File: src/rtl/slsd_pkg.sv
// Shared types and constants for the sync-word frame deframer.
// No dependencies; used by all modules under rtl.
package slsd_pkg;

	localparam int CFG_DATA_W  = 32;
	localparam int CFG_INDEX_W = 1;
	localparam int LEN_W       = 13;

	localparam logic [CFG_INDEX_W-1:0] CFG_SYNC_WORD = 1'b0;
	localparam logic [CFG_INDEX_W-1:0] CFG_MAX_BODY  = 1'b1;

	localparam logic [31:0]      SYNC_RESET    = 32'hFFFE_FDFC;
	localparam logic [LEN_W-1:0] MAX_LEN_RESET = 13'd4096;

	localparam logic [1:0] ST_GOOD     = 2'd0;
	localparam logic [1:0] ST_CHECKSUM = 2'd1;
	localparam logic [1:0] ST_BAD_SIZE = 2'd2;

	localparam logic KIND_DATA    = 1'b0;
	localparam logic KIND_SUMMARY = 1'b1;

	typedef struct packed {
		logic             kind;
		logic [7:0]       data_byte;
		logic [15:0]      command;
		logic [LEN_W-1:0] body_length;
		logic [1:0]       status;
		logic             frame_last;
	} res_t;

endpackage

File: src/rtl/sync_length_sum_frame_deframer.sv
// Top level of the sync-word, length-prefixed frame deframer.
// Depends on slsd_pkg, slsd_parser and slsd_out_buf.
//
// Input stream s_*: one received byte per request in s_tdata.
// Output stream m_*: one request per body byte (m_tuser low) and one
// frame-end summary (m_tuser high, m_tlast high) per frame or rejected size.
// Configuration: cfg_we writes cfg_data into register cfg_index
// (0 sync word, 1 max body length); write only while idle.
// The parser handles each byte combinationally; its result is registered in the
// output main stage, or in the skid stage while the receiver stalls.
// Throughput is one byte per cycle while s_tready is high; the parser state
// update sits between the input handshake and the result register.
// When the receiver stalls, one further result is held in a skid stage;
// s_tready then drops until the stalled result is taken.
// Reset clears the parser to hunting with an empty window, empties the
// output stages and restores the configuration to its defaults.
module sync_length_sum_frame_deframer #(
	parameter int MAX_BODY = 4096
) (
	input  logic                            clk,
	input  logic                            arst_n,
	input  logic                            s_tvalid,
	output logic                            s_tready,
	input  logic [7:0]                      s_tdata,  // [7:0] rx_byte
	output logic                            m_tvalid,
	input  logic                            m_tready,
	// [7:0] data_byte, [23:8] command, [36:24] body_length, [38:37] status, [39] zero
	output logic [39:0]                     m_tdata,
	output logic                            m_tuser,  // [0] kind
	output logic                            m_tlast,  // frame_last
	input  logic                            cfg_we,
	input  logic [slsd_pkg::CFG_INDEX_W-1:0] cfg_index,
	input  logic [slsd_pkg::CFG_DATA_W-1:0]  cfg_data
);

	logic [31:0]                sync_word_q;
	logic [slsd_pkg::LEN_W-1:0] max_len_q;
	logic                       in_accept;
	logic                       res_valid;
	slsd_pkg::res_t             res;
	slsd_pkg::res_t             out_res;

	always_ff @(posedge clk or negedge arst_n) begin
		if (!arst_n) begin
			sync_word_q <= slsd_pkg::SYNC_RESET;
			max_len_q   <= slsd_pkg::MAX_LEN_RESET;
		end else if (cfg_we) begin
			unique case (cfg_index)
				slsd_pkg::CFG_SYNC_WORD: sync_word_q <= cfg_data[31:0];
				slsd_pkg::CFG_MAX_BODY:  max_len_q   <= cfg_data[slsd_pkg::LEN_W-1:0];
				default: ;
			endcase
		end
	end

	assign in_accept = s_tvalid && s_tready;

	slsd_parser #(
		.MAX_BODY(MAX_BODY)
	) u_parser (
		.clk            (clk),
		.arst_n         (arst_n),
		.in_accept      (in_accept),
		.rx_byte        (s_tdata),
		.sync_word      (sync_word_q),
		.max_body_length(max_len_q),
		.res_valid      (res_valid),
		.res            (res)
	);

	slsd_out_buf u_out_buf (
		.clk      (clk),
		.arst_n   (arst_n),
		.in_valid (in_accept && res_valid),
		.in_res   (res),
		.in_ready (s_tready),
		.out_valid(m_tvalid),
		.out_ready(m_tready),
		.out_res  (out_res)
	);

	assign m_tdata = {1'b0, out_res.status, out_res.body_length,
	                  out_res.command, out_res.data_byte};
	assign m_tuser = out_res.kind;
	assign m_tlast = out_res.frame_last;

endmodule

File: src/rtl/slsd_parser.sv
// Frame parser: sync hunt, size/command/body/checksum phases, one byte a request.
// Depends on slsd_pkg for the result type and status codes.
module slsd_parser #(
	parameter int MAX_BODY = 4096
) (
	input  logic                      clk,
	input  logic                      arst_n,
	input  logic                      in_accept,
	input  logic [7:0]                rx_byte,
	input  logic [31:0]               sync_word,
	input  logic [slsd_pkg::LEN_W-1:0] max_body_length,
	output logic                      res_valid,
	output slsd_pkg::res_t            res
);

	localparam int LEN_MAX   = (1 << slsd_pkg::LEN_W) - 1;
	localparam int LIMIT_CAP = (MAX_BODY < LEN_MAX) ? MAX_BODY : LEN_MAX;
	localparam int CNT_W     = $clog2(LIMIT_CAP + 1);
	localparam logic [slsd_pkg::LEN_W-1:0] CAP = slsd_pkg::LEN_W'(LIMIT_CAP);

	localparam logic [2:0] PH_HUNT  = 3'd0;
	localparam logic [2:0] PH_SIZE0 = 3'd1;
	localparam logic [2:0] PH_SIZE1 = 3'd2;
	localparam logic [2:0] PH_CMD0  = 3'd3;
	localparam logic [2:0] PH_CMD1  = 3'd4;
	localparam logic [2:0] PH_BODY  = 3'd5;
	localparam logic [2:0] PH_CHK0  = 3'd6;
	localparam logic [2:0] PH_CHK1  = 3'd7;

	logic [2:0]       phase_q, phase_d;
	logic [31:0]      window_q, window_d;
	logic [2:0]       fill_q, fill_d;
	logic [15:0]      size_q, size_d;
	logic [CNT_W-1:0] cnt_q, cnt_d;
	logic [15:0]      cmd_q, cmd_d;
	logic [15:0]      sum_q, sum_d;
	logic [7:0]       chk_lo_q, chk_lo_d;

	logic [31:0]      window_sh;
	logic [2:0]       fill_inc;
	logic [15:0]      size_full;
	logic [15:0]      size_m2;
	logic [15:0]      size_full_m2;
	logic [slsd_pkg::LEN_W-1:0] limit;
	logic [CNT_W-1:0] cnt_inc;
	logic [15:0]      sum_add;

	assign window_sh    = {rx_byte, window_q[31:8]};
	assign fill_inc     = (fill_q < 3'd4) ? fill_q + 3'd1 : fill_q;
	assign size_full    = {rx_byte, size_q[7:0]};
	assign size_full_m2 = size_full - 16'd2;
	assign size_m2      = size_q - 16'd2;
	assign limit        = (max_body_length > CAP) ? CAP : max_body_length;
	assign cnt_inc      = cnt_q + CNT_W'(1);
	assign sum_add      = sum_q + {8'd0, rx_byte};

	always_comb begin
		phase_d   = phase_q;
		window_d  = window_q;
		fill_d    = fill_q;
		size_d    = size_q;
		cnt_d     = cnt_q;
		cmd_d     = cmd_q;
		sum_d     = sum_q;
		chk_lo_d  = chk_lo_q;
		res_valid = 1'b0;
		res       = '0;
		unique case (phase_q)
			PH_HUNT: begin
				window_d = window_sh;
				fill_d   = fill_inc;
				if (fill_inc == 3'd4 && window_sh == sync_word) begin
					phase_d  = PH_SIZE0;
					window_d = '0;
					fill_d   = '0;
				end
			end
			PH_SIZE0: begin
				size_d  = {8'd0, rx_byte};
				phase_d = PH_SIZE1;
			end
			PH_SIZE1: begin
				size_d = size_full;
				if (size_full < 16'd3 || size_full_m2 > {3'd0, limit}) begin
					phase_d        = PH_HUNT;
					window_d       = '0;
					fill_d         = '0;
					res_valid      = 1'b1;
					res.kind       = slsd_pkg::KIND_SUMMARY;
					res.status     = slsd_pkg::ST_BAD_SIZE;
					res.frame_last = 1'b1;
				end else begin
					phase_d = PH_CMD0;
				end
			end
			PH_CMD0: begin
				cmd_d   = {8'd0, rx_byte};
				sum_d   = {8'd0, rx_byte};
				phase_d = PH_CMD1;
			end
			PH_CMD1: begin
				cmd_d   = {rx_byte, cmd_q[7:0]};
				sum_d   = sum_add;
				cnt_d   = '0;
				phase_d = PH_BODY;
			end
			PH_BODY: begin
				sum_d = sum_add;
				cnt_d = cnt_inc;
				// size was checked against the limit, so the count never wraps
				if ({{(16-CNT_W){1'b0}}, cnt_inc} >= size_m2)
					phase_d = PH_CHK0;
				res_valid     = 1'b1;
				res.kind      = slsd_pkg::KIND_DATA;
				res.data_byte = rx_byte;
				res.command   = cmd_q;
			end
			PH_CHK0: begin
				chk_lo_d = rx_byte;
				phase_d  = PH_CHK1;
			end
			PH_CHK1: begin
				phase_d         = PH_HUNT;
				window_d        = '0;
				fill_d          = '0;
				res_valid       = 1'b1;
				res.kind        = slsd_pkg::KIND_SUMMARY;
				res.command     = cmd_q;
				res.body_length = size_m2[slsd_pkg::LEN_W-1:0];
				res.status      = ({rx_byte, chk_lo_q} == sum_q) ?
				                  slsd_pkg::ST_GOOD : slsd_pkg::ST_CHECKSUM;
				res.frame_last  = 1'b1;
			end
			default: begin
				phase_d = PH_HUNT;
			end
		endcase
	end

	always_ff @(posedge clk or negedge arst_n) begin
		if (!arst_n) begin
			phase_q  <= PH_HUNT;
			window_q <= '0;
			fill_q   <= '0;
			size_q   <= '0;
			cnt_q    <= '0;
			cmd_q    <= '0;
			sum_q    <= '0;
			chk_lo_q <= '0;
		end else if (in_accept) begin
			phase_q  <= phase_d;
			window_q <= window_d;
			fill_q   <= fill_d;
			size_q   <= size_d;
			cnt_q    <= cnt_d;
			cmd_q    <= cmd_d;
			sum_q    <= sum_d;
			chk_lo_q <= chk_lo_d;
		end
	end

endmodule

File: src/rtl/slsd_out_buf.sv
// Result register with a one-entry skid stage between parser and output stream.
// Depends on slsd_pkg for the result type.
module slsd_out_buf (
	input  logic           clk,
	input  logic           arst_n,
	input  logic           in_valid,
	input  slsd_pkg::res_t in_res,
	output logic           in_ready,
	output logic           out_valid,
	input  logic           out_ready,
	output slsd_pkg::res_t out_res
);

	logic           main_valid_q;
	logic           skid_valid_q;
	slsd_pkg::res_t main_q;
	slsd_pkg::res_t skid_q;

	assign in_ready  = !skid_valid_q;
	assign out_valid = main_valid_q;
	assign out_res   = main_q;

	always_ff @(posedge clk or negedge arst_n) begin
		if (!arst_n) begin
			main_valid_q <= 1'b0;
			skid_valid_q <= 1'b0;
		end else if (main_valid_q && !out_ready) begin
			if (in_valid && !skid_valid_q)
				skid_valid_q <= 1'b1;
		end else if (skid_valid_q) begin
			main_valid_q <= 1'b1;
			skid_valid_q <= 1'b0;
		end else begin
			main_valid_q <= in_valid;
		end
	end

	always_ff @(posedge clk) begin
		if (main_valid_q && !out_ready) begin
			if (in_valid && !skid_valid_q)
				skid_q <= in_res;
		end else if (skid_valid_q) begin
			main_q <= skid_q;
		end else if (in_valid) begin
			main_q <= in_res;
		end
	end

endmodule
File: config.mk
export PLATFORM = sky130hd
export DESIGN_NAME = sync_length_sum_frame_deframer
export DESIGN_NICKNAME = d
export VERILOG_FILES = /design/src/rtl/slsd_pkg.sv /design/src/rtl/sync_length_sum_frame_deframer.sv /design/src/rtl/slsd_parser.sv /design/src/rtl/slsd_out_buf.sv
export SDC_FILE = /design/constraint.sdc
export NUM_CORES = 1
export LEC_CHECK = 0
export ABC_AREA = 1
export BUFFER_PORTS_ARGS = -buffer_cell sky130_fd_sc_hd__buf_2
export CAP_MARGIN = 20
export CORE_UTILIZATION = 35
export CTS_BUF_LIST = sky130_fd_sc_hd__clkbuf_8
export CTS_CLUSTER_DIAMETER = 60
export DETAILED_ROUTE_END_ITERATION = 10
export SETUP_SLACK_MARGIN = 0.2
export SLEW_MARGIN = 25
export SYNTH_ARGS = -nofsm -noshare
export SYNTH_HDL_FRONTEND = slang
export SYNTH_SLANG_ARGS = --single-unit
File: constraint.sdc
create_clock -name clk -period 10 [get_ports clk]
set_clock_uncertainty 0.1 [all_clocks]
set_input_delay 2 -clock clk [delete_from_list [all_inputs] [get_ports clk]]
set_output_delay 2 -clock clk [all_outputs]
set_load 0.03 [all_outputs]
* Yosys cells after proc, flatten, opt, wreduce, memory -nomap -nowiden
Index checks and enable logic that the tools add are counted.
** Storage, ports and cells
- Register bits after elaboration :: 236
- Bits of input ports :: 46
- Logic and storage cells :: 114
** Cells by class
- Add/sub/neg operators :: 5
- $lt $le $gt $ge :: 5
- Equality and inequality tests :: 14
- Multiplexer cells :: 30
- Bitwise gates (word level) :: 4
- Reductions and logical operators :: 30
** Operators with widths (number)
- $pmux 16 s2 :: 3
- $pmux 32 s3 :: 1
- $mux 41 :: 2
- $mux 32 :: 2
- $eq 32x32->1 :: 1
- $sub 16x2->16 const B :: 2
- $mux 13 :: 2
- $pmux 13 s2 :: 1
- $pmux 3 s8 :: 1
- $mux 3 :: 6
- $reduce_and 2->1 :: 9
- $add 16x8->16 :: 1
- $eq 16x16->1 :: 1
- $ge 13x16->1 :: 1
- $gt 16x13->1 :: 1
- $lt 16x2->1 const B :: 1
- $mux 16 :: 1
- $eq 3x3->1 const B :: 5
- $add 13x1->13 const B :: 1
- $gt 13x13->1 const B :: 1
- $reduce_and 3->1 :: 4
- $reduce_bool 2->1 :: 5
- $pmux 3 s3 :: 1
- $mux 8 :: 1
- 17 further kinds :: 34

* Longest topological paths before layout
Gate-level depths: netlist (run 1).
- Depth in word-level cells :: 10
- Gate-level depth with buffers :: 21
- Mapped depth without buffers :: 20

* Hierarchy
Synthesis (run 1) repeated with hierarchy kept, for this count alone.
** Second synthesis, totals
- Cells, all modules :: 1517
- Area total of the unflattened synthesis :: 12555.8 um2
** By module, submodules not included
- slsd_parser :: times used 1, cells each 1088, area each 7552.2 um2, sequential area each 2477.4 um2
- slsd_out_buf :: times used 1, cells each 227, area each 3178.0 um2, sequential area each 2512.4 um2
- sync_length_sum_frame_deframer :: times used 1, cells each 202, area each 1825.5 um2, sequential area each 1162.4 um2

* Least setup slack after synthesis (run 1)
No wires, ideal clock.
- Path kind :: input-to-reg
- Start point :: input port s_tdata[1]
- End point :: register u_out_buf.main_q (netlist bit u_out_buf.out_res[0]), enable pin
- Arrival :: 5.660 ns
- Data required time :: 9.449 ns
- Path slack :: 3.790 ns
- Stages :: 17
- Path buffers :: 1
- Path through :: buf_6 nor2_2 nand2_2 nor2_1 nand2_1 xor2_1 ha_1 nand3_2 nor2_2 nand3_1 nand3_1 nand2_2 nand2_1 nand2_1 nand2_1 nand2_1 a21oi_1
** Between the ends
- Cells in the longest elaborated chain, start to end :: 8
- Elaborated cells between the ends (all ways) :: 9
** RTL lines
- start: declaration :: RTL line sync_length_sum_frame_deframer.sv:24 : input logic [7:0] s_tdata,
- $sub 16x2->16 :: RTL line slsd_parser.sv:51 : assign size_full_m2 = size_full - 16'd2;
- $gt 16x13->1 :: RTL line slsd_parser.sv:84 : if (size_full < 16'd3 || size_full_m2 > {3'd0, limit}) begin
- $logic_or 1x1->1 * :: RTL line slsd_parser.sv:84
- $mux 1 * :: RTL line slsd_parser.sv:84
- $pmux 1 s2 * :: RTL line slsd_parser.sv:68 : unique case (phase_q)
- $logic_and 1x1->1 * :: RTL line sync_length_sum_frame_deframer.sv:74 : .in_valid (in_accept && res_valid),
- $reduce_bool 2->1 (no source line) *
- $reduce_and 2->1 (no source line) *
- end signal: assignment :: RTL line slsd_out_buf.sv:43 : main_q <= skid_q;
- end signal: assignment :: RTL line slsd_out_buf.sv:45 : main_q <= in_res;
- end: declaration :: RTL line slsd_out_buf.sv:16 : slsd_pkg::res_t main_q;
Mark *: on every way between the ends. The rest lies on a longest branch, timed or not.
A chain may end at the register's enable or synchronous reset.

* Worst setup path in the final report (run 1)
- Start point :: input port s_tdata[1]
- End point :: register u_out_buf.main_q (netlist bit u_out_buf.out_res[34]), enable pin
The elaborated chain is that of the path after synthesis.

==> results of run 1 <==
how the worst max path moves through the flow:
stage                     startpoint                               to  slack (ps)  cells past startpoint
after global routing      s_tdata[1]  u_out_buf.out_res[29]$_DFFE_PP_        5010                     18
after CTS                 s_tdata[1]    u_out_buf.skid_q[0]$_DFFE_PP_        5030                     17
after floorplan           s_tdata[1]   u_out_buf.out_res[0]$_DFFE_PP_        3790                     17
after global placement    s_tdata[1]  u_out_buf.out_res[29]$_DFFE_PP_        4480                     17
after detailed placement  s_tdata[1]   u_out_buf.skid_q[27]$_DFFE_PP_        4470                     17
final                     s_tdata[1]  u_out_buf.out_res[34]$_DFFE_PP_        5190                     18
cells in the mapped netlist (all sizes together):
cell and instances:
nand2 355, inv 158, nor2 144, o21ai 120, dfrtp 117, edfxtp 80, nand3 45, a21oi 42
ha 37, xor2 34, dfstp 29, clkbuf 21, buf 20, mux2 16, nor3 16, xnor2 13
o22ai 10, nand4 9, o2111ai 8, clkinv 6, or2 6, nor4 5, o31ai 5, a31oi 4
a211oi 3, o211ai 3, o221ai 3, and2 1, conb 1, fa 1, o21a 1
state kept, by name (all words and copies together), names as in the netlist:
name and cells:
u_parser.cmd_q 16, u_out_buf.out_valid 1, u_parser.sum_q 16, u_parser.window_q 24, u_parser.cnt_q 13, u_out_buf.skid_q 40
u_parser.size_q 16, u_out_buf.out_res 40, u_parser.chk_lo_q 8, u_parser.fill_q 3, max_len_q 13, sync_word_q 32
u_out_buf.skid_valid_q 1, u_parser.phase_q 3
where the power goes:
part,switching (uW),internal [uW],leakage (uW),total [uW]
Clock,397,542,0.000484,938
Combinational,264,155,0.00328,419
Sequential,67.5,1050,0.00245,1120
layout make-up:
| cell class | count | share of cell area [%] |
|---|---|---|
| Clock inverter | 30 | 2.042 |
| Clock buffer | 44 | 4.512 |
| Multi-Input combinational cell | 882 | 35.29 |
| Inverter | 164 | 4.680 |
| Timing Repair Buffer | 94 | 3.962 |
| Sequential cell | 226 | 45.39 |
| Tap cell | 442 | 4.120 |
routing by layer:
metal	global-route usage, %	up-vias
met5	0	-
met4	5.752	0
met3	2.865	66
met2	25.37	249
met1	24.06	4112
li1	-	4464
worst register-to-register path: cells and delay by family, from the launching register on:
| family | cells | cell delay [ps] |
|---|---|---|
| buf+inv | 4 | 600 |
| flops | 1 | 440 |
| fa+ha+maj | 2 | 560 |
| compound gates | 2 | 670 |
| simple gates | 13 | 1590 |
kinds of logic (layout without fill, tap and decap cells):
family,count (synthesis),in the layout,synth area share [%]
buffers and inverters,205,332,7.546
DFF,226,226,52.11
other,1,1,0.03208
muxes,16,16,1.541
AOI/OAI and AO/OA,199,199,9.890
xor gates and xnor gates,47,47,3.521
and+or+nand+nor,581,581,21.22
adders and majority gates,38,38,4.131
stage by stage:
step | power, uW | hold slack [ps] | instance area (um^2) | cells
finish | 2472 | 387.1 | 13420 | 1882
global route | 2612 | 397.8 | 13420 | 1882
CTS | 2503 | 390.0 | 13390 | 1881
detailed placement | 1552 | 373.9 | 12510 | 1807
global placement | 1539 | 371.9 | 12480 | 1806
floorplan | 1446 | 353.0 | 11690 | 1313
==> flow_metrics.env, run 1 <==
export IMPL_yosysSeqAreaShare_pct=52.11
export IMPL_gp_congestion=0.8803
export IMPL_worst_path_most_repeated_cell="nand2_1"
export IMPL_drtPass1Iterations=5
export IMPL_viasPerCell=4.724
export IMPL_path_buf_inv=2
export IMPL_slew_headroom_pct=41.99
export IMPL_grtUsageTotal_pct=16.76
export IMPL_synth_distinct_cells=45
export IMPL_r2r_start="u_parser.size_q[1]$_DFFE_PN0P_"
export IMPL_num_rows=66
export IMPL_irDropWorstVdd_v=0.0001027
export IMPL_finalCoreUtilization_pct=41.04
export IMPL_max_freq_mhz=207.7
export IMPL_die_area_um2=34130
export IMPL_die_x_um=184.8
export IMPL_start_kind="primary input"
export IMPL_min_path_type="register to register"
export IMPL_syn_area_per_cell_um2=8.903
export IMPL_power_density_nw_per_um2=184.2
export IMPL_synthesis_nets=1397
export IMPL_syn_to_final_growth_pct=14.81
export IMPL_grt_overflow=0
export IMPL_grt_max_degree=81
export IMPL_fin_crit_sh_pct=48.15
export IMPL_status="completed"
export IMPL_rrSetupSlack_ps=5760
export IMPL_top_level_ports=90
export IMPL_wl_met3_mm=1.420
export IMPL_seq_area_um2=6092
export IMPL_postCtsSetupBuffers=0
export IMPL_ctsResizeCount=0
export IMPL_final_cell_mix="nand2_1 (335), inv_1 (156), nor2_1 (124), dfrtp_1 (117), o21ai_0 (89)"
export IMPL_clk_pin_slew_worst_paths_ps=60
export IMPL_rsz0062_at_grt="false"
export IMPL_fin_crit_ps=4815
export IMPL_final_max_slew_violation_count=0
export IMPL_p_leak_uw=0.006214
export IMPL_cts_sinks=226
export IMPL_synth_area_leader_cell="dfrtp_1"
export IMPL_whs_path_depth=2
export IMPL_multi_input_area_um2=4737
export IMPL_min_from="u_parser.cmd_q[2]$_DFFE_PN0P_"
export IMPL_dp_hpwl_mm=19.90
export IMPL_grt_antenna_before_repair=0
export IMPL_final_nets=1492
export IMPL_antenna_cells=0
export IMPL_routedWlPerCell_um=14.83
export IMPL_first_global_vias=8607
export IMPL_syn_instance_count=1313
export IMPL_cts_root_buf="clkbuf_8"
export IMPL_post_place_ws_ps=4466
export IMPL_fin_ws_ps=5185
export IMPL_synth_area_leaders="dfrtp_1 (25%), edfxtp_1 (21%), nand2_1 (11%)"
export IMPL_tns_ps=0
export IMPL_worstSkewPairLatency_ps=540
export IMPL_core_area_um2=32700
export IMPL_first_iter_violations=803
export IMPL_drt_wl_total_mm=27.92
export IMPL_worst_setup_path_type="primary input to register"
export IMPL_num_fill_cells=3320
export IMPL_dr_wl_met2_mm=11.99
export IMPL_yosys_warnings=0
export IMPL_arrival_ps=4960
export IMPL_drt_drc_violations_left=0
export IMPL_netlist_area_leader_share_pct=25.05
export IMPL_final_common_cell="nand2_1"
export IMPL_max_stage_delay_ps=530
export IMPL_crit_path_cell_trace="buf_2, nor2_2, nand2_2, nor2_1, nand2_1, xor2_1, ha_1, nand3_2, nor2_2, nand3_1, nand3_1, nand2_2, nand2_1, nand2_1, nand2_1, nand2_1, a21oi_4, buf_16"
export IMPL_initial_utilization_pct=35.75
export IMPL_r2r_cells=21
export IMPL_setup_viol=0
export IMPL_min_to="u_parser.cmd_q[2]$_DFFE_PN0P_"
export IMPL_cts_buffers=40
export IMPL_critPathSlowestCell="a21oi_4"
export IMPL_r2r_end="u_out_buf.out_res[34]$_DFFE_PP_"
export IMPL_tightest_slew_ps=870.1
export IMPL_hold_viol=0
export IMPL_critPathCaptureType="register"
export IMPL_cpLargestDelayFamily="simple AND/OR/NAND/NOR gates"
export IMPL_highest_layer="met4"
export IMPL_port_buffers=88
export IMPL_ys_seq_elements=226
export IMPL_cts_tree="done"
export IMPL_maxCapViolCount=0
export IMPL_required_ps=10150
export IMPL_syn_area_um2=11690
export IMPL_chipHeight_um=184.8
export IMPL_num_vias=8891
export IMPL_wl_met1_mm=13.71
export IMPL_holdBufCountCts=0
export IMPL_grt_pass1_wl_mm=44.87
export IMPL_layout_drive_gt1_share_pct=19.44
export IMPL_cts_max_level=2
export IMPL_drtAntennaViolNets=0
export IMPL_crit_fanout=25
export IMPL_clk_path_buf_depth=3
No activity file was read; power rests on OpenSTA's default activity.
==> run 2: changes to the inputs <==
- clock period: 10 -> 4.4 ns (I/O delays scaled with it)
==> flow_metrics.env, run 2 (synthesized netlist as in run 1, its figures left out) <==
export IMPL_status="completed"
export IMPL_start_kind="register"
export IMPL_clkPwrFrac_pct=35.0
export IMPL_top_level_ports=90
export IMPL_fin_crit_ps=3574
export IMPL_chipHeight_um=184.8
export IMPL_postCtsSetupBuffers=0
export IMPL_crit_fanout=40
export IMPL_viasPerCell=4.738
export IMPL_min_path_type="primary input to asynchronous set/reset pin"
export IMPL_fin_crit_sh_pct=81.23
export IMPL_combPwrFrac_pct=17.8
export IMPL_setup_viol=0
export IMPL_maxCapViolCount=0
export IMPL_ctsResizeCount=0
export IMPL_rsz0062_at_grt="false"
export IMPL_dp_hpwl_mm=19.58
export IMPL_cts_root_buf="clkbuf_8"
export IMPL_r2r_cells=21
export IMPL_die_area_um2=34130
export IMPL_grt_overflow=0
export IMPL_initial_utilization_pct=35.75
export IMPL_fin_ws_ps=826.0
export IMPL_post_place_ws_ps=535.0
export IMPL_tns_ps=0
export IMPL_critPathCaptureType="register"
export IMPL_cp_depth=21
export IMPL_cts_max_level=2
export IMPL_whs_ps=301.4
export IMPL_grt_antenna_before_repair=0
export IMPL_seq_area_um2=6092
export IMPL_num_fill_cells=3315
export IMPL_dp_cells=1813
export IMPL_holdBufCountCts=0
export IMPL_first_global_vias=8664
export IMPL_drt_drc_violations_left=0
export IMPL_grtUsageTotal_pct=16.64
export IMPL_grt_max_degree=89
export IMPL_num_rows=66
export IMPL_layout_drive_gt1_share_pct=19.31
export IMPL_cts_tree="done"
export IMPL_seq_power_share_pct=47.2
export IMPL_crit_path_cell_trace="inv_1, ha_1, inv_1, nor2_2, inv_1, nand2_1, nand2_1, ha_1, nand2_1, nor2_1, nand2_1, o211ai_1, nand3_1, nand3_1, nand2_2, nand2_1, nand2_1, nand2_1, nand2_1, a21oi_4, buf_12"
export IMPL_drt_wl_total_mm=27.65
export IMPL_swShare_pct=30.84
export IMPL_max_freq_mhz=279.8
export IMPL_cts_sinks=226
export IMPL_required_ps=4530
export IMPL_final_common_cell="nand2_1"
export IMPL_gp_congestion=0.8580
export IMPL_final_cell_mix="nand2_1 (335), inv_1 (162), nor2_1 (124), dfrtp_1 (117), o21ai_0 (89)"
export IMPL_final_cells=1887
export IMPL_core_area_um2=32700
export IMPL_clk_path_buf_depth=3
export IMPL_antenna_cells=0
export IMPL_irDropWorstVdd_v=0.0002508
export IMPL_drtPass1Iterations=5
export IMPL_multi_input_area_um2=4737
export IMPL_grt_pass1_wl_mm=44.81
export IMPL_finalPower_uw=5364
export IMPL_cpLargestDelayFamily="simple AND/OR/NAND/NOR gates"
export IMPL_syn_to_final_growth_pct=14.12
export IMPL_drtAntennaViolNets=0
export IMPL_p_int_uw=3710
export IMPL_first_iter_violations=593
export IMPL_tightest_slew_ps=840.2
export IMPL_p_leak_uw=0.006220
export IMPL_path_buf_inv=4
export IMPL_max_stage_delay_ps=410
export IMPL_routedWlPerCell_um=14.66
export IMPL_port_buffers=88
export IMPL_worstSkewPairLatency_ps=560
export IMPL_hold_viol=0
export IMPL_cts_buffers=40
export IMPL_power_density_nw_per_um2=402.1
export IMPL_worst_setup_path_type="register to register"
export IMPL_clk_pin_slew_worst_paths_ps=60
export IMPL_power_switching_uw=1654
export IMPL_worst_path_most_repeated_cell="nand2_1"
export IMPL_die_x_um=184.8
export IMPL_critPathSlowestCell="dfrtp_1"
export IMPL_num_vias=8940
export IMPL_arrival_ps=3700
export IMPL_final_max_slew_violation_count=0
export IMPL_slew_headroom_pct=43.99
export IMPL_final_nets=1497
-- run 2: power by group through the flow --
stage / registers (uW) / clock network, uW / logic, uW
5_1_grt: 2550 / 2030 / 1100
4_1_cts: 2520 / 1930 / 965
3_3_place_gp: 2550 / 0 / 939
6_report: 2530 / 1880 / 954
2_1_floorplan: 2520 / 0 / 770
3_5_place_dp: 2560 / 0 / 957
-- run 2: final cells by class --
type | instances | area share [%]
Clock buffer | 43 | 4.436
Clock inverter | 31 | 1.285
Inverter | 164 | 4.708
Multi-Input combinational cell | 882 | 35.51
Sequential cell | 226 | 45.67
Tap cell | 442 | 4.146
Timing Repair Buffer | 99 | 4.249
-- run 2: stage by stage --
step | util, % | cell area [um^2]
3_5_place_dp | 38.45 | 12570
3_3_place_gp | 38.45 | 12570
6_report | 40.79 | 13340
5_1_grt | 40.79 | 13340
4_1_cts | 40.79 | 13340
2_1_floorplan | - | 11700
-- run 2: path summary, 6_finish.rpt --
kind	startpoint	slack [ps]	to
setup / recovery	u_parser.size_q[1]$_DFFE_PN0P_	830	u_out_buf.out_res[12]$_DFFE_PP_
hold / removal	arst_n	300	u_parser.window_q[13]$_DFFE_PN0P_
max in group asynchronous	arst_n	3070	sync_word_q[23]$_DFFE_PN1P_
setup reg to reg	u_parser.size_q[1]$_DFFE_PN0P_	830	u_out_buf.out_res[12]$_DFFE_PP_
min in group clk	u_parser.cmd_q[2]$_DFFE_PN0P_	380	u_parser.cmd_q[2]$_DFFE_PN0P_
hold reg to reg	u_parser.cmd_q[2]$_DFFE_PN0P_	380	u_parser.cmd_q[2]$_DFFE_PN0P_
-- run 2: routing by layer --
metal	vias to the layer above	global-route usage [%]	part of all wire [%]
met5	-	0	0
met4	0	5.058	2.3
met3	58	3.161	5.9
met2	267	25.63	43
met1	4146	23.59	48
li1	4469	-	-
